### src/hdl/uptd_pkg.sv
// ---------------------------------------------------------------------------
// uptd_pkg
// Shared constants and types for the unsigned to padded decimal text block.
// ---------------------------------------------------------------------------
package uptd_pkg;

    // largest buffer, terminating nul included
    localparam int BUFFER_MAX = 16;

    // input field widths
    localparam int NUM_W  = 32;
    localparam int SIZE_W = 5;
    localparam int MIN_W  = 4;
    localparam int CHAR_W = 8;

    // one decimal digit
    localparam int DIGIT_W = 4;

    // character count: holds 0 .. BUFFER_MAX-1
    localparam int LEN_W = (BUFFER_MAX > 1) ? $clog2(BUFFER_MAX) : 1;

    // width for comparing sizes, rooms and minimums, holds 0 .. 63
    localparam int CNT_W = 6;

    // divide by ten as multiply by reciprocal then shift
    localparam logic [NUM_W-1:0] RECIP_TEN = 32'hCCCC_CCCD;
    localparam int RECIP_SHIFT = 35;
    localparam int PROD_W      = 2 * NUM_W;
    localparam int QUOT_W      = PROD_W - RECIP_SHIFT;

    // ascii codes
    localparam logic [CHAR_W-1:0] ASCII_ZERO = 8'h30;
    localparam logic [CHAR_W-1:0] ASCII_NUL  = 8'h00;

    // job queue between front and back
    localparam int QUEUE_DEPTH = 2;
    localparam int QP_W = (QUEUE_DEPTH > 1) ? $clog2(QUEUE_DEPTH) : 1;
    localparam int QC_W = $clog2(QUEUE_DEPTH + 1);

    // digits of one item, lowest order in entry 0, plus the character count
    typedef struct packed {
        logic [BUFFER_MAX-1:0][DIGIT_W-1:0] digits;
        logic [LEN_W-1:0]                   len;
    } job_t;

    // front sequencer states
    typedef enum logic [2:0] {
        FR_IDLE = 3'b001,
        FR_CONV = 3'b010,
        FR_PUSH = 3'b100
    } front_state_t;

endpackage

### src/hdl/uptd_queue.sv
// ---------------------------------------------------------------------------
// uptd_queue
// Short job queue that lets the front and the back stall on their own.
// ---------------------------------------------------------------------------
module uptd_queue (
    input  logic           clk,
    input  logic           rst_n,
    input  logic           push_valid,
    output logic           push_ready,
    input  uptd_pkg::job_t push_data,
    output logic           pop_valid,
    input  logic           pop_ready,
    output uptd_pkg::job_t pop_data
);

    uptd_pkg::job_t store_reg [uptd_pkg::QUEUE_DEPTH];

    logic [uptd_pkg::QP_W-1:0] wr_ptr_reg, wr_ptr_next;
    logic [uptd_pkg::QP_W-1:0] rd_ptr_reg, rd_ptr_next;
    logic [uptd_pkg::QC_W-1:0] count_reg, count_next;
    logic                      push;
    logic                      pop;

    assign push_ready = (count_reg != uptd_pkg::QC_W'(uptd_pkg::QUEUE_DEPTH));
    assign pop_valid  = (count_reg != '0);
    assign pop_data   = store_reg[rd_ptr_reg];
    assign push       = push_valid && push_ready;
    assign pop        = pop_valid && pop_ready;

    // pointers wrap at the depth
    always_comb
    begin
        wr_ptr_next = wr_ptr_reg;
        rd_ptr_next = rd_ptr_reg;
        count_next  = count_reg;
        if (push)
        begin
            wr_ptr_next = (wr_ptr_reg == uptd_pkg::QP_W'(uptd_pkg::QUEUE_DEPTH - 1))
                          ? '0 : wr_ptr_reg + 1'b1;
        end
        if (pop)
        begin
            rd_ptr_next = (rd_ptr_reg == uptd_pkg::QP_W'(uptd_pkg::QUEUE_DEPTH - 1))
                          ? '0 : rd_ptr_reg + 1'b1;
        end
        if (push && !pop)
        begin
            count_next = count_reg + 1'b1;
        end
        else if (pop && !push)
        begin
            count_next = count_reg - 1'b1;
        end
    end

    // control state
    always_ff @(posedge clk or negedge rst_n)
    begin
        if (!rst_n)
        begin
            wr_ptr_reg <= '0;
            rd_ptr_reg <= '0;
            count_reg  <= '0;
        end
        else
        begin
            wr_ptr_reg <= wr_ptr_next;
            rd_ptr_reg <= rd_ptr_next;
            count_reg  <= count_next;
        end
    end

    // job storage
    always_ff @(posedge clk)
    begin
        if (push)
        begin
            store_reg[wr_ptr_reg] <= push_data;
        end
    end

endmodule

### config.mk
export PLATFORM = sky130hd
export DESIGN_NAME = uptd_queue
export DESIGN_NICKNAME = d
export VERILOG_FILES = /design/src/hdl/uptd_pkg.sv /design/src/hdl/uptd_queue.sv
export SDC_FILE = /design/constraint.sdc
export NUM_CORES = 1
export LEC_CHECK = 0
export ABC_AREA = 1
export BUFFER_PORTS_ARGS = -buffer_cell sky130_fd_sc_hd__buf_2
export CAP_MARGIN = 5
export CELL_PAD_IN_SITES_DETAIL_PLACEMENT = 1
export CELL_PAD_IN_SITES_GLOBAL_PLACEMENT = 2
export CORE_ASPECT_RATIO = 1.75
export CORE_UTILIZATION = 37
export CTS_CLUSTER_DIAMETER = 150
export DETAILED_ROUTE_END_ITERATION = 12
export HOLD_SLACK_MARGIN = 0.12
export PLACE_DENSITY = 0.8
export SLEW_MARGIN = 10
export SYNTH_ARGS = -nofsm -noshare
export SYNTH_HDL_FRONTEND = slang
export SYNTH_SLANG_ARGS = --single-unit
### constraint.sdc
create_clock -name clk -period 10.77 [get_ports clk]
set_input_delay 2.154 -clock clk [delete_from_list [all_inputs] [get_ports clk]]
set_output_delay 2.154 -clock clk [all_outputs]
set_load 0.05 [all_outputs]
==> results.cfg, run 1 <==
[floorplanning]
io-pin-count = 142
core_mm2 = 0.0135
dieArea_mm2 = 0.0145
start_util_pct = 38.2
rows = 56
die_w_um = 91.3
die_h_um = 158

[timing]
tightestPinTransition_ps = 1080
finClkSkew_ps = 5.61
max_freq_mhz = 220
finalSetupTns_ps = 0
slew_headroom_pct = 28.1
finalCriticalPeriod_ps = 4540
period_share_pct = 42.1
hold_violations = 0
setup_viol = 0
slew_violations = 0
rsz0062_at_grt = no

[logic_synthesis]
yosysWarningCount = 0
synth_ff_type = edfxtp_1
synth_top_area_share_pct = 79.0
seq_area_frac_synth_pct = 80.9
synth.most_common_cell = nand2_1
synth-edff-count = 136
synth.area.top_cells = edfxtp_1, nand2_1, dfrtp_1
syn_nets = 457
synth.distinct_cells = 14
ys_ff_latch = 140
syn_area_mm2 = 0.00517
syn_inst = 384
syn_avg_cell_area_um2 = 13.5
synth_commonest_cells = nand2_1, edfxtp_1, buf_2
yosysTopAreaCell = edfxtp_1
synth_async_sr_flop_share_pct = 2.86

[cells_and_area]
final_layout_size_suffix_gt1_share_pct = 32.1
fin_util_pct = 48.7
syn2layout_area_growth_pct = 27.5
diodes = 0
largest_reg_flops = 136
nNetsFinal = 605

[power_and_ir_drop]
irDropWorstVdd_v = 0.000199
leakage_nw = 2.85
p_clk_share_pct = 23.5
p_sw_w = 0.00104
power_w = 0.00230
power_density_mw_per_mm2 = 349
power_frac_seq_pct = 33.8
p_int_w = 0.00126
combPwrFrac_pct = 42.8
sw_frac_of_total_pct = 45.2

[setup_path]
r2r_cells = 5
timing.rr.start = count_reg[0]
cpMostUsedCell = nand2_1
critPathSlowestCell = inv_4
end_kind = primary output
path_class = reg2out
cp_cell_sequence = buf_4, inv_4, nand2_1, nand2_1, buf_2
critPathRequiredTime_ps = 8620
ff2ff_setup_slack_ps = 8200
critPathLaunchType = flop
reg2reg_to = store_reg[0][23]
max_stage_delay_ps = 650
crit_arrival_ps = 2380
crit_fanout = 70

[grt]
grt_max_degree = 71
grt_pass1_vias = 3435
grt_antenna_before_repair = 0
overflow = 0
grtUsageTotal_pct = 15.8
grt_pass1_wl_um = 16800

[detailed_routing]
vias_per_cell = 4.54
post-route-drc-count = 0
vias = 3263
drtPass1Iterations = 5
antenna_left = 0
wl_um = 11100
post_drt_wl_per_cell_um = 15.5
drt-initial-drc-count = 183

[clock_network]
clk_latency_ps = 410
cts.path.max_buffers = 2
htree_levels = 4
cts.sinks = 140
cts.clk_slew.worst_paths_ps = 50
cts_buffers = 17
postCtsSetupRepairBufs = 0
tritoncts = built
hold_buffers = 0
cts.repair.resized = 0
clock-root-buffer = clkbuf_16

[min_path]
whs_path_depth = 2
min_path_type = reg2reg
worstHoldStart = count_reg[1]
hold-path-endpoint = count_reg[1]

[place]
gp_congestion = 0.727
io_buffers = 141
dpl.hpwl_um = 7210

[job]
cap_violations = 0

[outcome]
status = completed
[how the worst max path moves through the flow]
stage                from  cells past startpoint          endpoint
2_1_floorplan  push_valid                      2   store_reg[0][0]
3_3_place_gp   push_valid                      4  store_reg[0][37]
3_5_place_dp   push_valid                      4  store_reg[0][37]
4_1_cts        rd_ptr_reg                      5      pop_data[44]
5_1_grt        rd_ptr_reg                      5      pop_data[48]
6_report       rd_ptr_reg                      5      pop_data[44]
[per-layer routing]
metal | vias up | track usage, % | routed length (µm)
met5 | - | 0 | 0
met4 | 0 | 6.95 | 216
met3 | 15 | 4.39 | 420
met2 | 86 | 30.2 | 6410
met1 | 1576 | 15.9 | 4100
li1 | 1586 | - | -
[final cells by class]
cell class / count / area [µm²]
Timing Repair Buffer: 144 / 728
Clock inverter: 15 / 131
Clock buffer: 17 / 425
Fill cell: 1456 / 6930
Multi-Input combinational cell: 222 / 872
Sequential cell: 140 / 4190
Inverter: 7 / 28.8
Tap cell: 174 / 218
[through the flow]
step | hold slack, ps | worst slack (ps) | cells | area (µm²)
after detailed placement | 506 | 6480 | 687 | 6030
after floorplan | 462 | 5140 | 384 | 5170
after global placement | 481 | 6570 | 687 | 6030
after global routing | 533 | 6040 | 719 | 6590
final | 514 | 6230 | 719 | 6590
after CTS | 521 | 6140 | 719 | 6590
[cells in the final DEF (no fill, tap or decap), drive strengths merged]
| cell type | synthesis | layout |
|---|---|---|
| nand2 | 214 | 214 |
| nor2 | 2 | 2 |
| clkinv | 0 | 11 |
| dfrtp | 4 | 4 |
| inv | 7 | 7 |
| nand3 | 2 | 2 |
| ha | 1 | 1 |
| nand4 | 1 | 1 |
| clkbuf | 0 | 17 |
| buf | 15 | 144 |
| xor2 | 1 | 1 |
| edfxtp | 136 | 136 |
| bufinv | 0 | 2 |
| xnor2 | 1 | 1 |
| clkinvlp | 0 | 2 |
[power by group through the flow]
stage / clock network, W / registers [W] / logic (W)
3_3_place_gp: 0 / 0.000783 / 0.000988
3_5_place_dp: 0 / 0.000790 / 0.00100
2_1_floorplan: 0 / 0.000791 / 0.000767
5_1_grt: 0.000575 / 0.000789 / 0.00105
6_report: 0.000540 / 0.000778 / 0.000984
4_1_cts: 0.000554 / 0.000779 / 0.00101
[cells by family (layout without fill, tap and decap cells)]
family	count (synthesis)	in the layout	share of synthesized area (%)
xor gates and xnor gates	2	2	0.339
DFF	140	140	80.9
adders and majority gates	1	1	0.242
buffers and inverters	22	183	2.47
and+or+nand+nor	219	219	16.0
[worst max-delay path: cells and delay by family (launching register included)]
kind / cells / cell delay [ps]
flip-flops: 1 / 380
buffers and inverters: 3 / 1280
AND/OR/NAND/NOR: 2 / 270
Note: power is estimated with default switching activity, not from simulation.
==> inputs of run 2 (changes only) <==
--- a/config.mk
+++ b/config.mk
@@ -11,11 +11,11 @@
 export CELL_PAD_IN_SITES_DETAIL_PLACEMENT = 1
 export CELL_PAD_IN_SITES_GLOBAL_PLACEMENT = 2
 export CORE_ASPECT_RATIO = 1.75
-export CORE_UTILIZATION = 37
+export CORE_UTILIZATION = 34
 export CTS_CLUSTER_DIAMETER = 150
 export DETAILED_ROUTE_END_ITERATION = 12
 export HOLD_SLACK_MARGIN = 0.12
-export PLACE_DENSITY = 0.8
+export PLACE_DENSITY = 0.74
 export SLEW_MARGIN = 10
 export SYNTH_ARGS = -nofsm -noshare
 export SYNTH_HDL_FRONTEND = slang
==> constraint.sdc (replaced) <==
create_clock -name clk -period 4.7 [get_ports clk]
set_input_delay 0.94 -clock clk [delete_from_list [all_inputs] [get_ports clk]]
set_output_delay 0.94 -clock clk [all_outputs]
set_load 0.05 [all_outputs]
==> results.cfg, run 2 (same netlist as run 1, synthesis figures left out) <==
[detailed_routing]
post-route-drc-count = 0
drt-initial-drc-count = 148
vias_per_cell = 4.49
vias = 3272
drtPass1Iterations = 4
antenna_left = 0
wl_um = 11600
post_drt_wl_per_cell_um = 15.9

[setup_path]
critPathRequiredTime_ps = 3760
critPathTopFamily = buffers and inverters
crit_arrival_ps = 1960
cp_cell_sequence = buf_4, nand2_1, nand2_1, buf_2
cpMostUsedCell = nand2_1
critPathSlowestCell = buf_4
crit_fanout = 69
critPathLaunchType = flop
crit_buf_inv = 2
path_class = reg2out
end_kind = primary output
max_stage_delay_ps = 540

[clock_network]
clock-root-buffer = clkbuf_16
cts.sinks = 140
hold_buffers = 0
htree_levels = 4
tritoncts = built
cts.repair.resized = 0
postCtsSetupRepairBufs = 0
clk_latency_ps = 410
cts.clk_slew.worst_paths_ps = 60
cts_buffers = 17
cts.path.max_buffers = 2

[floorplanning]
io-pin-count = 142
die_h_um = 165
dieArea_mm2 = 0.0157
die_w_um = 95.2
start_util_pct = 34.8
rows = 59
core_mm2 = 0.0148

[cells_and_area]
nNetsFinal = 605
largest_reg_flops = 136
final_cell_mix = nand2_1, buf_2, edfxtp_1
diodes = 0
final_common_cell = nand2_1
fin_util_pct = 45.1
syn2layout_area_growth_pct = 29.6
final_layout_size_suffix_gt1_share_pct = 32.1
fin_area_mm2 = 0.00670
fin_cells = 728

[outcome]
status = completed

[timing]
tightestPinTransition_ps = 955
finalSetupTns_ps = 0
slew_headroom_pct = 36.2
period_share_pct = 61.7
setup_viol = 0
slew_violations = 0
rsz0062_at_grt = no
finalCriticalPeriod_ps = 2900
max_freq_mhz = 345
hold_violations = 0
finClkSkew_ps = 9.39

[place]
gp_congestion = 0.687
dpl-instance-area_mm2 = 0.00607
dpl.hpwl_um = 7680
io_buffers = 141
numPlacedInstances = 696

[grt]
grt_antenna_before_repair = 2
grt_pass1_vias = 3409
grt_max_degree = 70
grt_pass1_wl_um = 17500
overflow = 0
grtUsageTotal_pct = 15.6

[power_and_ir_drop]
irDropWorstVdd_v = 0.000441
leakage_nw = 2.88
power_w = 0.00547
power_density_mw_per_mm2 = 816

[job]
cap_violations = 0

[min_path]
min_path_type = in2async
run 2: cell count changes in the layout (fill, tap and decap cells not counted):
cell / change
clkinv_4: -1
clkinvlp_4: +1
bufinv_16: +3
clkinv_1: -2
clkinv_2: -3
clkbuf_1: +2
buf_4: -2
buf_12: +2
run 2: report_power, final:
group / leakage (nW) / total, W / internal, W / switching, W
logic: 1.27 / 0.00227 / 0.000424 / 0.00184
registers: 1.31 / 0.00179 / 0.00171 / 0.0000769
clock network: 0.296 / 0.00141 / 0.000935 / 0.000480
run 2: layout make-up:
| cell class | count | area [µm²] |
|---|---|---|
| Clock buffer | 19 | 433 |
| Tap cell | 183 | 229 |
| Sequential cell | 140 | 4190 |
| Clock inverter | 13 | 198 |
| Inverter | 7 | 28.8 |
| Timing Repair Buffer | 144 | 753 |
| Multi-Input combinational cell | 222 | 872 |
| Fill cell | 1578 | 8140 |
run 2: worst paths after layout:
path                                    endpoint  cells after the start    startpoint  slack (ps)
worst max-delay path                pop_data[49]                      4    rd_ptr_reg        1800
worst min-delay path                  wr_ptr_reg                      1         rst_n         330
worst max register to register  store_reg[1][46]                      5  count_reg[0]        2510
worst min register to register      count_reg[0]                      1  count_reg[0]         510
max in group asynchronous             rd_ptr_reg                      1         rst_n        4220
min in group clk                    count_reg[0]                      1  count_reg[0]         510
run 2: metrics by stage:
stage,hold slack [ps],setup WS [ps]
global route,333,1630
CTS,321,1740
finish,334,1800
global placement,486,2100
detailed placement,493,2010
floorplan,462,286
run 2: layer usage:
| layer | wire length (µm) | vias to the layer above | track usage (%) |
|---|---|---|---|
| met5 | 10 | - | 0 |
| met4 | 149 | 2 | 6.40 |
| met3 | 489 | 12 | 3.89 |
| met2 | 6800 | 77 | 29.2 |
| met1 | 4140 | 1593 | 16.2 |
| li1 | - | 1588 | - |
==> inputs of run 3 (changes only) <==
--- a/config.mk
+++ b/config.mk
@@ -11,11 +11,11 @@
 export CELL_PAD_IN_SITES_DETAIL_PLACEMENT = 1
 export CELL_PAD_IN_SITES_GLOBAL_PLACEMENT = 2
 export CORE_ASPECT_RATIO = 1.75
-export CORE_UTILIZATION = 34
+export CORE_UTILIZATION = 31
 export CTS_CLUSTER_DIAMETER = 150
 export DETAILED_ROUTE_END_ITERATION = 12
 export HOLD_SLACK_MARGIN = 0.12
-export PLACE_DENSITY = 0.74
+export PLACE_DENSITY = 0.71
 export SLEW_MARGIN = 10
 export SYNTH_ARGS = -nofsm -noshare
 export SYNTH_HDL_FRONTEND = slang
==> constraint.sdc (replaced) <==
create_clock -name clk -period 2.5 [get_ports clk]
set_input_delay 0.5 -clock clk [delete_from_list [all_inputs] [get_ports clk]]
set_output_delay 0.5 -clock clk [all_outputs]
set_load 0.05 [all_outputs]
==> results.cfg, run 3 (same netlist as run 1, synthesis figures left out) <==
[outcome]
status = completed

[power_and_ir_drop]
irDropWorstVdd_v = 0.000654
power_w = 0.0103
leakage_nw = 2.92
power_density_mw_per_mm2 = 1520

[grt]
grt_pass1_wl_um = 18400
grt_max_degree = 70
overflow = 0
use_met1_pct = 13.9
grtUsageTotal_pct = 14.5
globalRouteMet2Util_pct = 28.9
grt.busiest_layer = met2
grt_antenna_before_repair = 0
grt_pass1_vias = 3611
grt_util_met3_pct = 2.79

[cells_and_area]
syn2layout_area_growth_pct = 31.6
largest_reg_flops = 136
ff_latch_area_mm2 = 0.00419
final_common_cell = nand2_1
final_layout_size_suffix_gt1_share_pct = 32.8
fill_cells = 1776
final_cell_mix = nand2_1, buf_2, edfxtp_1
multiInputGateArea_um2 = 875
fin_area_mm2 = 0.00680
nNetsFinal = 610

[setup_path]
r2r_cells = 5
crit_fanout = 34
endpoint = pop_data[32]
ff2ff_setup_slack_ps = 770
critPathLaunchType = flop
critPathLaunch = rd_ptr_reg
timing.rr.start = count_reg[0]
reg2reg_to = store_reg[1][40]
cpMostUsedCell = nand2_1
cp_cell_sequence = inv_4, buf_12, nand2_1, nand2_1, buf_2
critPathRequiredTime_ps = 2000
crit_arrival_ps = 1770
max_stage_delay_ps = 440
end_kind = primary output
critPathSlowestCell = dfrtp_2
path_class = reg2out

[clock_network]
htree_levels = 4
cts_buffers = 17
clock-root-buffer = clkbuf_16
tritoncts = built
cts.clk_slew.worst_paths_ps = 60
postCtsSetupRepairBufs = 0
cts.path.max_buffers = 2
clk_latency_ps = 400
cts.sinks = 140

[timing]
tightestPinTransition_ps = 577
rsz0062_at_grt = no
finalSetupTns_ps = 0
slew_headroom_pct = 61.5
slew_violations = 0
max_freq_mhz = 441
setup_viol = 0
hold_ws_ps = 282
finalCriticalPeriod_ps = 2270
period_share_pct = 90.6
hold_violations = 0
finClkSkew_ps = 8.13

[detailed_routing]
drt-initial-drc-count = 111
post_drt_wl_per_cell_um = 15.1
wl_um = 11700
vias_per_cell = 4.25
antenna_left = 0
vias = 3289
post-route-drc-count = 0
drtPass1Iterations = 4

[floorplanning]
core_mm2 = 0.0164
start_util_pct = 31.6
die_h_um = 173
dieArea_mm2 = 0.0172
die_w_um = 99.6
rows = 62
io-pin-count = 142

[place]
dpl.hpwl_um = 7870
gp_congestion = 0.689
io_buffers = 141
dpl-instance-area_mm2 = 0.00616

[job]
cap_violations = 0

[min_path]
min_path_type = in2reg
## run 3: worst min-delay path by stage
stage	startpoint	end	slack [ps]	depth (start not counted)
finish	push_data[60]	store_reg[0][60]	280	1
global route	push_data[12]	store_reg[0][12]	270	1
CTS	push_data[60]	store_reg[0][60]	260	1
detailed placement	rst_n	wr_ptr_reg	320	1
global placement	rst_n	wr_ptr_reg	320	1
floorplan	rst_n	count_reg[0]	200	0
## run 3: cell type report
class / count / share of cell area (%)
clock inverter: 13 / 2.91
inverter: 7 / 0.423
timing repair buffer: 149 / 11.8
sequential: 140 / 61.5
antenna: 1 / 0.0368
tap: 224 / 4.12
multi-input combinational: 222 / 12.9
clock buffer: 17 / 6.26
## run 3: report_power, final
part           internal [W]  total [W]  switching (W)
Combinational      0.000851    0.00433        0.00348
Clock               0.00175    0.00266       0.000907
Sequential          0.00321    0.00335       0.000143
## run 3: per-stage QoR
stage	utilization (%)	instances	setup slack, ps
floorplan	-	384	127
global placement	37.7	741	646
detailed placement	37.7	741	619
CTS	41.5	772	159
global route	41.5	772	96.1
finish	41.5	773	234
## run 3: timing repair
action | 4_1_cts | 5_1_grt
endpoints found under the hold margin | 4 | 0
setup endpoints to repair | 0 | 0
resized for setup | 0 | 0
hold buffers | 1 | 0
## run 3: critical path: cells and delay by family (launching register included)
family	cells	cell delay (ps)
buf+inv	3	740
flops	1	440
simple gates	2	160
## run 3: per-layer routing
| metal | vias to the layer above | routed length [µm] | part of all wire (%) |
|---|---|---|---|
| met4 | 0 | 226 | 1.9 |
| met2 | 77 | 7060 | 60 |
| met1 | 1600 | 4060 | 35 |
| met5 | - | 0 | 0 |
| met3 | 17 | 328 | 2.8 |
| li1 | 1595 | - | - |
