$ cat config.mk
export PLATFORM = sky130hd
export DESIGN_NAME = uptd_back
export DESIGN_NICKNAME = d
export VERILOG_FILES = /design/src/hdl/uptd_pkg.sv /design/src/hdl/uptd_back.sv
export SDC_FILE = /design/constraint.sdc
export NUM_CORES = 1
export LEC_CHECK = 0
export ABC_CLOCK_PERIOD_IN_PS = 3200
export BUFFER_PORTS_ARGS = -buffer_cell sky130_fd_sc_hd__buf_2
export CAP_MARGIN = 10
export CORE_UTILIZATION = 44
export CTS_BUF_LIST = sky130_fd_sc_hd__clkbuf_8
export DETAILED_ROUTE_END_ITERATION = 10
export GPL_TIMING_DRIVEN = 0
export PLACE_DENSITY = 0.69
export SETUP_SLACK_MARGIN = 0.1
export SLEW_MARGIN = 10
export SYNTH_ARGS = -nofsm -noshare
export SYNTH_HDL_FRONTEND = slang
export SYNTH_SLANG_ARGS = --single-unit
$ cat constraint.sdc
create_clock -name clk -period 3.2 [get_ports clk]
set_input_delay 0.32 -clock clk [delete_from_list [all_inputs] [get_ports clk]]
set_output_delay 0.32 -clock clk [all_outputs]
set_load 0.02 [all_outputs]
$ cat src/hdl/uptd_pkg.sv
// ---------------------------------------------------------------------------
// uptd_pkg
// Shared constants and types for the unsigned to padded decimal text block.
// ---------------------------------------------------------------------------
package uptd_pkg;

    // largest buffer, terminating nul included
    localparam int BUFFER_MAX = 16;

    // input field widths
    localparam int NUM_W  = 32;
    localparam int SIZE_W = 5;
    localparam int MIN_W  = 4;
    localparam int CHAR_W = 8;

    // one decimal digit
    localparam int DIGIT_W = 4;

    // character count: holds 0 .. BUFFER_MAX-1
    localparam int LEN_W = (BUFFER_MAX > 1) ? $clog2(BUFFER_MAX) : 1;

    // width for comparing sizes, rooms and minimums, holds 0 .. 63
    localparam int CNT_W = 6;

    // divide by ten as multiply by reciprocal then shift
    localparam logic [NUM_W-1:0] RECIP_TEN = 32'hCCCC_CCCD;
    localparam int RECIP_SHIFT = 35;
    localparam int PROD_W      = 2 * NUM_W;
    localparam int QUOT_W      = PROD_W - RECIP_SHIFT;

    // ascii codes
    localparam logic [CHAR_W-1:0] ASCII_ZERO = 8'h30;
    localparam logic [CHAR_W-1:0] ASCII_NUL  = 8'h00;

    // job queue between front and back
    localparam int QUEUE_DEPTH = 2;
    localparam int QP_W = (QUEUE_DEPTH > 1) ? $clog2(QUEUE_DEPTH) : 1;
    localparam int QC_W = $clog2(QUEUE_DEPTH + 1);

    // digits of one item, lowest order in entry 0, plus the character count
    typedef struct packed {
        logic [BUFFER_MAX-1:0][DIGIT_W-1:0] digits;
        logic [LEN_W-1:0]                   len;
    } job_t;

    // front sequencer states
    typedef enum logic [2:0] {
        FR_IDLE = 3'b001,
        FR_CONV = 3'b010,
        FR_PUSH = 3'b100
    } front_state_t;

endpackage

$ cat src/hdl/uptd_back.sv
// ---------------------------------------------------------------------------
// uptd_back
// Takes a job from the queue and sends its characters, most significant
// digit first, then the nul word marked last, through an output register.
// ---------------------------------------------------------------------------
module uptd_back (
    input  logic                         clk,
    input  logic                         rst_n,
    input  logic                         pop_valid,
    output logic                         pop_ready,
    input  uptd_pkg::job_t               pop_data,
    output logic                         out_valid,
    input  logic                         out_ready,
    output logic [uptd_pkg::CHAR_W-1:0]  character,
    output logic                         last
);

    uptd_pkg::job_t               job_reg, job_next;
    logic [uptd_pkg::LEN_W-1:0]   rem_reg, rem_next;
    logic                         busy_reg, busy_next;
    logic                         out_valid_reg, out_valid_next;
    logic [uptd_pkg::CHAR_W-1:0]  char_reg, char_next;
    logic                         last_reg, last_next;
    logic                         advance;
    logic [uptd_pkg::LEN_W-1:0]   idx;

    assign pop_ready = !busy_reg;
    assign advance   = !out_valid_reg || out_ready;
    assign idx       = rem_reg - 1'b1;
    assign out_valid = out_valid_reg;
    assign character = char_reg;
    assign last      = last_reg;

    // load a job when free, emit one word whenever the output moves while a job is loaded
    always_comb
    begin
        job_next       = job_reg;
        rem_next       = rem_reg;
        busy_next      = busy_reg;
        out_valid_next = out_valid_reg;
        char_next      = char_reg;
        last_next      = last_reg;
        if (!busy_reg)
        begin
            if (pop_valid)
            begin
                job_next  = pop_data;
                rem_next  = pop_data.len;
                busy_next = 1'b1;
            end
        end
        if (advance)
        begin
            out_valid_next = busy_reg;
            if (busy_reg)
            begin
                if (rem_reg != '0)
                begin
                    char_next = uptd_pkg::ASCII_ZERO
                                + uptd_pkg::CHAR_W'(job_reg.digits[idx]);
                    last_next = 1'b0;
                    rem_next  = rem_reg - 1'b1;
                end
                else
                begin
                    char_next = uptd_pkg::ASCII_NUL;
                    last_next = 1'b1;
                    busy_next = 1'b0;
                end
            end
        end
    end

    // control state
    always_ff @(posedge clk or negedge rst_n)
    begin
        if (!rst_n)
        begin
            busy_reg      <= 1'b0;
            out_valid_reg <= 1'b0;
        end
        else
        begin
            busy_reg      <= busy_next;
            out_valid_reg <= out_valid_next;
        end
    end

    // job and output word
    always_ff @(posedge clk)
    begin
        job_reg  <= job_next;
        rem_reg  <= rem_next;
        char_reg <= char_next;
        last_reg <= last_next;
    end

endmodule

==> parameters.txt, run 1 <==
Parameter                              Value

CTS
  Sinks on the clock net ... between 70 and 80
  Buffer type at the clock tree root ... clkbuf_8
  Number of buffers created by CTS ... 9
  # resized after CTS ... 0
  Count of buffers added by post-CTS timing repair for setup ... 0
  CTS tree ... done
  Clock-pin slew on the worst setup and hold paths ... about 0.08 ns
  Longest Clk Path Bufs ... 2
  Hold_buf cts ... 1
  Insertion delay to the later sink of the worst-skew pair ... roughly 0.34 ns
  H-tree depth ... 3

Layout
  Count of antenna diodes in the layout ... 0
  Share of final-layout standard cells stronger than drive strength 1 ... about a third
  Cell area after layout ... about 0.0037 mm²
  Number of nets in the finished design ... roughly 380
  Flip-flop count of the largest register after layout ... 64
  Filler instances ... about 540
  Syn-to-layout area delta ... 23.22%
  Layout Cells excl Fill ... a little under 400

Floorplan
  Horiz. Die Dim ... roughly 85 µm
  Top-level port count ... just over 80
  Die height ... approximately 85 µm
  Area of the placeable core ... 0.006495 mm²
  Initial Util ... 46.72%
  Die area ... around 0.0072 mm²
  Number of rows in the core area ... 29

Detailed routing
  # DRC ... 0
  Number of routed nets with antenna violations ... 0
  Total number of vias ... between 1.5k and 2k
  Starting DRT DRC Count ... approximately 110
  Vias per cell ... slightly below 5
  Routed wire length per instance ... 14.58 µm
  Wire length after detailed routing ... roughly 5700 µm
  Initial DRT Pass Iterations ... 4

STA
  Number of setup violations in the final report ... 0
  Final hold violations ... 0
  Crit path time final ... 2.490 ns
  Final Skew ... approximately 0.0043 ns
  Unrepaired setup endpoints after global routing ... no
  Worst-case headroom to the max-slew limit ... approximately 46%
  Highest clock frequency the design can meet ... about 400 MHz
  Final sum of negative setup slack ... 0 ns
  Final Max Slew Viols ... 0
  Slew at the pin with the worst max-slew slack ... just over 0.8 ns
  Period utilisation layout ... between 70% and 80%

Synthesis
  Average size of a mapped cell ... ~14 µm²
  Yosys Warn Count ... 0
  Synthesized flop and latch total ... 76
  Dominant cell type by area after synthesis ... edfxtp_1
  Number of standard cells after synthesis ... 215
  Most used flip-flop cell after synthesis ... edfxtp_1
  Most frequent cell after synthesis ... edfxtp_1
  Fraction of registers with async set or reset after synthesis ... under 10%
  Leading cell types by total area after synthesis ... edfxtp_1, mux2i_1, nand2_1
  Area share of the leading cell type in the synthesized netlist ... between 60% and 70%
  Number of different library cells in the post-synthesis netlist ... 32
  Synthesized area ... just over 0.003 mm²
  List of most frequent post-synthesis cells ... edfxtp_1, nand2_1, nand3_1
  Number of synthesized flops with an enable pin ... 70
  Register area share after synthesis ... 73.57%

Worst hold path
  Type of the most critical hold path ... input pin to flip-flop

Global routing
  Number of global-route vias before repair ... around 1.9k
  Wire length of the first global-routing pass ... roughly 9000 µm
  Largest net degree at the start of global routing ... 70
  Antenna violations before repair ... 0
  Aggregate global-route resource usage ... roughly 17%
  Overall overflow remaining after global route ... 0

Placement
  Sum of net half-perimeters after detailed placement ... between 3000 and 4000 µm
  Post-Place Cells ... between 300 and 400
  IO buf count ... 80
  Placer Congestion ... between 0.7 and 0.8
  Dpl cell area ... 0.003537 mm²

Power
  Worst vdd ir ... a little under 400 µV
  Total power per unit cell area ... around 950 mW/mm²
  Leak pwr ... 1.523 nW

Critical path
  Crit path DAT ... 2.59 ns
  Worst endpoint required time ... between 3 and 4 ns
  Kind of end point of the critical path ... flip-flop
  Highest fanout seen on the critical path ... 8
  Setup CP Type ... flip-flop to flip-flop
  Worst Setup Start Kind ... flip-flop

Status
  Status ... complete, no violations

Run
  Max-capacitance violation count ... 0
[logic make-up after synthesis]
kind of cell    synth area share [%]
mux                            5.938
xor+xnor                       1.072
other cells                   0.1236
buf+inv                        2.556
flops                          73.57
simple gates                   12.45
compound gates                 3.876
fa+ha+maj                     0.4123
[power breakdown]
group	switching, mW	leakage, nW	internal [mW]
sequential	0.0606	0.699	1.33
clock	0.354	0.0984	0.357
combinational	0.922	0.726	0.524
[final timing paths]
path | startpoint | end | slack (ns) | cells after the start
setup reg to reg | rem_reg[0]$_DFF_P_ | character[1]$_SDFFCE_PP0P_ | 0.71 | 8
hold / removal | pop_data[4] | job_reg[4]$_DFFE_PP_ | 0.15 | 1
setup / recovery | rem_reg[0]$_DFF_P_ | character[1]$_SDFFCE_PP0P_ | 0.71 | 8
min in group asynchronous | rst_n | busy_reg$_DFF_PN0_ | 0.28 | 2
max in group asynchronous | rst_n | out_valid$_DFFE_PN0N_ | 2.83 | 2
hold reg to reg | busy_reg$_DFF_PN0_ | busy_reg$_DFF_PN0_ | 0.56 | 2
[cell usage in the layout (no fill, tap or decap), drive strengths merged]
master / count
nand2b: 1
clkinvlp: 1
o211ai: 1
clkinv: 3
clkbuf: 10
dfxtp: 4
nand3: 20
a31oi: 4
ha: 1
o21ai: 1
nand2: 44
xnor2: 1
buf: 89
xor2: 1
dfrtp: 2
o21a: 1
conb: 2
bufinv: 1
dlygate4sd3: 1
nand4: 4
or3b: 1
mux2i: 18
edfxtp: 70
a21oi: 1
a211oi: 1
a22oi: 8
nor2b: 1
or3: 1
inv: 8
nor2: 8
nor3: 2
and2: 2
[worst max-delay path: stages (launching register included)]
cell	delay, ns
dfxtp_1	0.31
clkbuf_1	0.29
inv_1	0.11
ha_1	0.32
xor2_2	0.24
nor2_1	0.53
a22oi_1	0.24
nand3_1	0.13
nand2_1	0.06
[per-layer routing]
metal | track usage (%) | routed length [µm] | vias to the layer above
li1 | - | - | 976
met1 | 21.50 | 2506 | 870
met2 | 27.35 | 2685 | 71
met3 | 4.475 | 328 | 14
met4 | 10.02 | 164 | 0
met5 | 0 | 0 | -
[final cells by class]
class	instances	area, µm²	share of cell area, %
multi-input combinational	124	728.2	19.48
inverter	6	25.02	0.6693
clock buffer	9	123.9	3.313
clock inverter	7	67.56	1.807
tap	77	96.34	2.577
buffer	10	55.05	1.473
sequential	76	2232	59.71
timing repair buffer	81	410.4	10.98
[stage by stage]
| step | util (%) | hold WS [ns] | power, mW | worst slack (ns) |
|---|---|---|---|---|
| 4_1_cts | 57.56 | 0.1305 | 3.574 | 0.7279 |
| 3_5_place_dp | 54.46 | 0.1061 | 2.869 | 0.7496 |
| 5_1_grt | 57.56 | 0.1239 | 3.785 | 0.5128 |
| 6_report | 57.56 | 0.1456 | 3.547 | 0.7103 |
| 2_1_floorplan | - | 0.02441 | 2.475 | 0.7027 |
| 3_3_place_gp | 54.42 | 0.1052 | 2.857 | 0.2850 |
(Power assumes the default switching activity.)
==> run 2: changes to the inputs <==
ABC_CLOCK_PERIOD_IN_PS = 2200   (was 3200)
PLACE_DENSITY = 0.72   (was 0.69)
clock period = 2.2 ns   (was 3.2 ns; I/O delays follow)
==> run 2 against run 1 <==
Net effect: critical path depth rose by 1; clock skew grew 0.0015 ns; highest routed layer unchanged; power is 63% higher; register-to-register slack worse by 0.50 ns; largest cell class unchanged; critical endpoint is now character[2]$_SDFFCE_PP0P_; via count rose by 3.0%.
==> parameters.txt, run 2 (synthesized netlist as in run 1, its figures left out) <==
Parameter                              Value

Layout
  Most common cell after layout, fill and taps aside ... buf_2
  Count of antenna diodes in the layout ... 0 (unchanged)
  Commonest cells after routing, fill and taps aside ... buf_2, edfxtp_1, nand2_1
  Final standard cell utilization of the core ... 60.34% (+2.8 points)
  Number of nets in the finished design ... 386 (+1.3%)
  Flip-flop count of the largest register after layout ... 64 (unchanged)
  Filler instances ... 515 (-3.7%)
  Syn-to-layout area delta ... 29.15%
  Combined area of the multi-input logic cells ... 783.3 µm² (+7.6%)
  Share of final-layout standard cells stronger than drive strength 1 ... 37.42% (+3.2 points)
  Total area of sequential cells ... 0.002232 mm² (unchanged)

Floorplan
  Die area ... 0.007232 mm² (unchanged)
  Number of rows in the core area ... 29 (unchanged)
  Die height ... 85.04 µm (unchanged)
  Horiz. Die Dim ... 85.04 µm (unchanged)
  Initial Util ... 46.72% (unchanged)
  Top-level port count ... 83 (unchanged)
  Area of the placeable core ... 0.006495 mm² (unchanged)

CTS
  Longest Clk Path Bufs ... 2 (unchanged)
  Buffer type at the clock tree root ... clkbuf_8
  CTS tree ... done
  Sinks on the clock net ... 76 (unchanged)
  Number of buffers created by CTS ... 9 (unchanged)
  Insertion delay to the later sink of the worst-skew pair ... 0.35 ns (about the same)
  Clock-pin slew on the worst setup and hold paths ... 0.08 ns (about the same)
  H-tree depth ... 3 (unchanged)

Critical path
  Register-to-register path setup slack ... 0.21 ns (-0.50 ns)
  Worst Setup Start Kind ... flip-flop
  Setup CP Type ... flip-flop to flip-flop
  Reg2reg path depth ... 9 (+1)
  Worst r2r dst ... character[2]$_SDFFCE_PP0P_
  Highest fanout seen on the critical path ... 10 (+2)
  R2r startpoint ... rem_reg[0]$_DFF_P_
  Kind of end point of the critical path ... flip-flop
  Worst endpoint required time ... 2.31 ns (-0.99 ns)
  Crit path DAT ... 2.10 ns (-0.49 ns)

Detailed routing
  Routed wire length per instance ... 15.10 µm (+3.6%)
  Wire length after detailed routing ... 5965 µm (+4.9%)
  Initial DRT Pass Iterations ... 4 (unchanged)
  # DRC ... 0 (unchanged)
  Vias per cell ... 5.033 (+1.6%)
  Total number of vias ... 1,988 (+3.0%)
  Number of routed nets with antenna violations ... 0 (unchanged)
  Starting DRT DRC Count ... 135 (+22%)

STA
  Period utilisation layout ... 90.37% (+13 points)
  Final Max Slew Viols ... 0 (unchanged)
  Slew at the pin with the worst max-slew slack ... 0.5403 ns (-0.2765 ns)
  Number of setup violations in the final report ... 0 (unchanged)
  Final Skew ... 0.005730 ns (+0.001468 ns)
  Highest clock frequency the design can meet ... 503.0 MHz (+25%)
  Crit path time final ... 1.988 ns (-0.5015 ns)
  Unrepaired setup endpoints after global routing ... no
  Worst-case headroom to the max-slew limit ... 63.78% (+18 points)
  Final hold violations ... 0 (unchanged)
  Setup WS post-layout ... 0.2118 ns (-0.4985 ns)

Placement
  IO buf count ... 80 (unchanged)
  Sum of net half-perimeters after detailed placement ... 4051 µm (+4.0%)
  Placer Congestion ... 0.7461 (-4.5%)
  Setup slack after placement ... -0.3099 ns (-1.059 ns)

Run
  Max-capacitance violation count ... 0 (unchanged)

Worst hold path
  Endpoint of the worst hold-timing path ... job_reg[51]$_DFFE_PP_
  Min-Delay Startpoint ... pop_data[51]
  Worst hold path depth ... 1 (unchanged)
  Type of the most critical hold path ... input pin to flip-flop

Status
  Status ... complete, no violations

Global routing
  Overall overflow remaining after global route ... 0 (unchanged)
  Aggregate global-route resource usage ... 18.07% (+0.84 points)
  Antenna violations before repair ... 0 (unchanged)
  Largest net degree at the start of global routing ... 44 (-37%)
  Number of global-route vias before repair ... 2,008 (+8.2%)
  Wire length of the first global-routing pass ... 9535 µm (+6.2%)

Power
  Total power per unit cell area ... 1477 mW/mm² (+56%)
  Leak pwr ... 1.579 nW (+3.7%)
  Worst vdd ir ... 863.6 µV (+120%)
## run 2: cell types whose count changed in the layout (fill, tap and decap cells not counted), sizes merged
cell      previous run  this run
clkbuf              10        11
bufinv               1         3
buf                 89        92
clkinvlp             1         3
inv                  8         5
## run 2: where the power goes
group | leakage (nW) | switching, mW | internal [mW]
registers | 0.699 | 0.0864 | 1.93
clock network | 0.117 | 0.504 | 0.748
logic | 0.763 | 1.49 | 1.03
total | 1.58 | 2.08 | 3.71
## run 2: what timing repair did
action / CTS / global route
hold endpoints to repair: 2 / 0
gates cloned: 0 / 1
pin swaps: 1 / 0
resized for setup: 13 / 5
setup endpoints to repair: 4 / 46
hold buffers: 1 / 0
setup buffers: 3 / 0
## run 2: how the worst max path moves through the flow
stage	startpoint	to	slack (ns)	depth (start not counted)
6_report	rem_reg[0]$_DFF_P_	character[2]$_SDFFCE_PP0P_	0.21	9
5_1_grt	busy_reg$_DFF_PN0_	rem_reg[1]$_DFF_P_	0.11	7
4_1_cts	rem_reg[0]$_DFF_P_	character[1]$_SDFFCE_PP0P_	0.10	9
3_5_place_dp	rem_reg[0]$_DFF_P_	character[1]$_SDFFCE_PP0P_	-0.31	8
3_3_place_gp	busy_reg$_DFF_PN0_	rem_reg[1]$_DFF_P_	-0.26	5
2_1_floorplan	busy_reg$_DFF_PN0_	rem_reg[1]$_DFF_P_	0.09	5
## run 2: worst max-delay path: stages (launching register included)
cell and delay [ns]:
dfxtp_1 0.31, clkbuf_4 0.20, inv_1 0.12, ha_4 0.29, buf_6 0.17, buf_12 0.16
mux2i_1 0.22, a22oi_1 0.11, nand3_1 0.10, nand2_1 0.06
## run 2: per-layer routing
metal	track usage, %	up-vias	wire, µm
met5	0	-	0
met4	8.475	0	72
met3	3.891	7	371
met2	30.72	72	3119
met1	22.15	930	2401
li1	-	979	-
## run 2: final cells by class
class | instances | share of cell area (%)
sequential | 76 | 56.96
tap | 77 | 2.458
timing repair inverter | 1 | 0.1277
inverter | 6 | 0.6705
timing repair buffer | 85 | 11.56
multi-input combinational | 124 | 19.99
clock buffer | 9 | 3.161
buffer | 10 | 2.139
clock inverter | 7 | 2.937
## run 2: stage by stage
stage | hold WS [ns] | cells | instance area, µm² | total power [mW] | TNS [ns]
after floorplan | -0.07559 | 216 | 3047 | 3.605 | 0
after detailed placement | 0.008859 | 374 | 3563 | 4.219 | -1.114
after global placement | 0.005071 | 373 | 3543 | 4.157 | -17.87
after CTS | 0.02641 | 394 | 3889 | 5.710 | 0
after global routing | 0.02797 | 395 | 3919 | 6.140 | 0
final | 0.03652 | 395 | 3919 | 5.787 | 0
==> run 3: changes to the inputs <==
ABC_CLOCK_PERIOD_IN_PS = 2400   (was 2200)
CORE_UTILIZATION = 45   (was 44)
PLACE_DENSITY = 0.7   (was 0.72)
clock period = 2.4 ns   (was 2.2 ns; I/O delays follow)
==> run 3 against run 2 <==
Net effect: the run now ends with DRC left; utilization shrank 1.5 points; clock power shrank 22%; clock-buffer cell count is the same; die area shrank 2.2%; worst setup slack gained 0.043 ns; register-to-register slack gained 0.04 ns.
==> parameters.txt, run 3 (synthesized netlist as in run 1, its figures left out) <==
Parameter                              Value

Layout
  Commonest cells after routing, fill and taps aside ... buf_2, edfxtp_1, nand2_1
  Share of final-layout standard cells stronger than drive strength 1 ... 35.67% (-1.8 points)
  Number of nets in the finished design ... 382 (-1.0%)
  Most common cell after layout, fill and taps aside ... buf_2
  Count of antenna diodes in the layout ... 0 (unchanged)
  Final standard cell utilization of the core ... 58.85% (-1.5 points)
  Syn-to-layout area delta ... 24.58%
  Cell area after layout ... 0.003780 mm² (-3.5%)
  Filler instances ... 505 (-1.9%)
  Combined area of the multi-input logic cells ... 730.7 µm² (-6.7%)
  Total area of sequential cells ... 0.002232 mm² (unchanged)
  Layout Cells excl Fill ... 391 (-1.0%)
  Flip-flop count of the largest register after layout ... 64 (unchanged)

STA
  Final Max Slew Viols ... 0 (unchanged)
  Final sum of negative setup slack ... 0 ns (unchanged)
  Crit path time final ... 2.145 ns (+0.1569 ns)
  Highest clock frequency the design can meet ... 466.2 MHz (-7.3%)
  Setup WS post-layout ... 0.2549 ns (+0.04308 ns)
  Unrepaired setup endpoints after global routing ... no
  Final Skew ... 0.009765 ns (+0.004035 ns)
  Slew at the pin with the worst max-slew slack ... 0.6108 ns (+0.07053 ns)
  Number of setup violations in the final report ... 0 (unchanged)
  Period utilisation layout ... 89.38% (-0.99 points)
  Worst-case headroom to the max-slew limit ... 59.19% (-4.6 points)
  Final-layout worst hold slack ... 0.05834 ns (+0.02182 ns)
  Final hold violations ... 0 (unchanged)

Global routing
  Aggregate global-route resource usage ... 17.18% (-0.90 points)
  Largest net degree at the start of global routing ... 42 (-4.5%)
  Antenna violations before repair ... 0 (unchanged)
  Wire length of the first global-routing pass ... 8825 µm (-7.4%)
  Overall overflow remaining after global route ... 0 (unchanged)
  Number of global-route vias before repair ... 1,888 (-6.0%)

Critical path
  Highest-delay cell along the critical path ... nor2_2
  Buf+Inv Stages, Crit Path ... 2 (-2)
  Maximum cell stage delay along the critical path ... 0.35 ns (+0.04 ns)
  CP cell instances ... clkbuf_2 > inv_1 > ha_1 > xnor2_2 > nor2_2 > a22oi_1 > nand4_1 > nand2_1
  Crit path DAT ... 2.25 ns (+0.15 ns)
  Setup CP Type ... flip-flop to flip-flop
  Kind of cell with the highest combined delay on the critical path ... simple AND/OR/NAND/NOR gates
  Kind of end point of the critical path ... flip-flop
  Worst Setup Start Kind ... flip-flop
  Highest fanout seen on the critical path ... 8 (-2)
  Worst endpoint required time ... 2.51 ns (+0.20 ns)

Power
  Cell Int Power ... 2.996 mW (-19%)
  Total power per unit cell area ... 1270 mW/mm² (-14%)
  Net load switching power ... 1.806 mW (-13%)
  Seq pwr share ... 38.5% (+3.6 points)
  Worst vdd ir ... 592.8 µV (-31%)
  Power, Total ... 4.802 mW (-17%)
  Logic pwr share ... 41.2% (-2.3 points)
  Proportion of total power due to net switching ... 37.60% (+1.7 points)
  Clock group share of total power ... 20.3% (-1.3 points)
  Leak pwr ... 1.540 nW (-2.5%)

Placement
  Setup slack after placement ... -0.09331 ns (+0.2166 ns)
  Post-Place Cells ... 374 (unchanged)
  Sum of net half-perimeters after detailed placement ... 3876 µm (-4.3%)
  IO buf count ... 80 (unchanged)
  Dpl cell area ... 0.003558 mm² (-0.14%)
  Placer Congestion ... 0.7217 (-3.3%)

Detailed routing
  Routed wire length per instance ... 14.23 µm (-5.8%)
  Number of routed nets with antenna violations ... 0 (unchanged)
  Starting DRT DRC Count ... 102 (-24%)
  Vias per cell ... 5.000 (-0.65%)
  Total number of vias ... 1,955 (-1.7%)
  Wire length after detailed routing ... 5565 µm (-6.7%)
  # DRC ... 10 (+10)
  Initial DRT Pass Iterations ... 7 (+3)

Status
  Failing checks ... DRC
  Status ... complete, but fails checks

Floorplan
  Horiz. Die Dim ... 84.12 µm (-1.1%)
  Area of the placeable core ... 0.006422 mm² (-1.1%)
  Number of rows in the core area ... 29 (unchanged)
  Top-level port count ... 83 (unchanged)
  Die height ... 84.12 µm (-1.1%)
  Initial Util ... 47.24% (+0.53 points)
  Die area ... 0.007075 mm² (-2.2%)

CTS
  H-tree depth ... 3 (unchanged)
  Count of buffers added by post-CTS timing repair for setup ... 0 (-3)
  Longest Clk Path Bufs ... 2 (unchanged)
  Number of buffers created by CTS ... 9 (unchanged)
  Insertion delay to the later sink of the worst-skew pair ... 0.35 ns (about the same)
  Buffer type at the clock tree root ... clkbuf_8
  CTS tree ... done
  Clock-pin slew on the worst setup and hold paths ... 0.08 ns (about the same)
  Sinks on the clock net ... 76 (unchanged)

Worst hold path
  Type of the most critical hold path ... input pin to flip-flop

Run
  Max-capacitance violation count ... 0 (unchanged)
-- run 3: metal layers --
layer | share of wire, % | vias up | global-route usage, %
li1 | - | 975 | -
met1 | 43 | 898 | 22.22
met2 | 49 | 75 | 27.35
met3 | 6.4 | 7 | 4.154
met4 | 1.4 | 0 | 8.464
met5 | 0 | - | 0
-- run 3: area by class of cell --
cell class	instances	share of cell area [%]
sequential	76	59.05
multi-input combinational	124	19.33
timing repair buffer	82	11.39
clock buffer	9	3.277
tap	77	2.549
clock inverter	7	2.052
buffer	10	1.655
inverter	6	0.6951
-- run 3: timing repair --
action	in CTS	in global routing
hold buffers	1	0
hold endpoints to repair	2	0
resized for setup	4	1
endpoints found under the setup margin	4	3
-- run 3: power groups by stage --
stage / clock network, mW / logic, mW / registers [mW]
CTS: 0.992 / 2.00 / 1.85
global placement: 0 / 1.92 / 1.88
detailed placement: 0 / 1.97 / 1.88
finish: 0.975 / 1.98 / 1.85
floorplan: 0 / 1.37 / 1.93
global route: 1.05 / 2.22 / 1.87
-- run 3: path summary, 6_finish.rpt --
| kind | slack, ns | depth (start not counted) | endpoint | start |
|---|---|---|---|---|
| setup / recovery | 0.25 | 8 | character[0]$_SDFFCE_PP0P_ | rem_reg[0]$_DFF_P_ |
| hold / removal | 0.06 | 1 | job_reg[63]$_DFFE_PP_ | pop_data[63] |
| setup reg to reg | 0.25 | 8 | character[0]$_SDFFCE_PP0P_ | rem_reg[0]$_DFF_P_ |
| hold reg to reg | 0.56 | 2 | busy_reg$_DFF_PN0_ | busy_reg$_DFF_PN0_ |
| max in group asynchronous | 2.11 | 2 | busy_reg$_DFF_PN0_ | rst_n |
| min in group asynchronous | 0.20 | 2 | out_valid$_DFFE_PN0N_ | rst_n |
-- run 3: worst register-to-register path, delay by kind of cell, from the launching register on --
kind	cells	cell delay, ns
xor gates and xnor gates	1	0.26
DFF	1	0.31
AOI/OAI and AO/OA	1	0.19
buffers and inverters	2	0.27
adders and majority gates	1	0.30
and+or+nand+nor	3	0.57
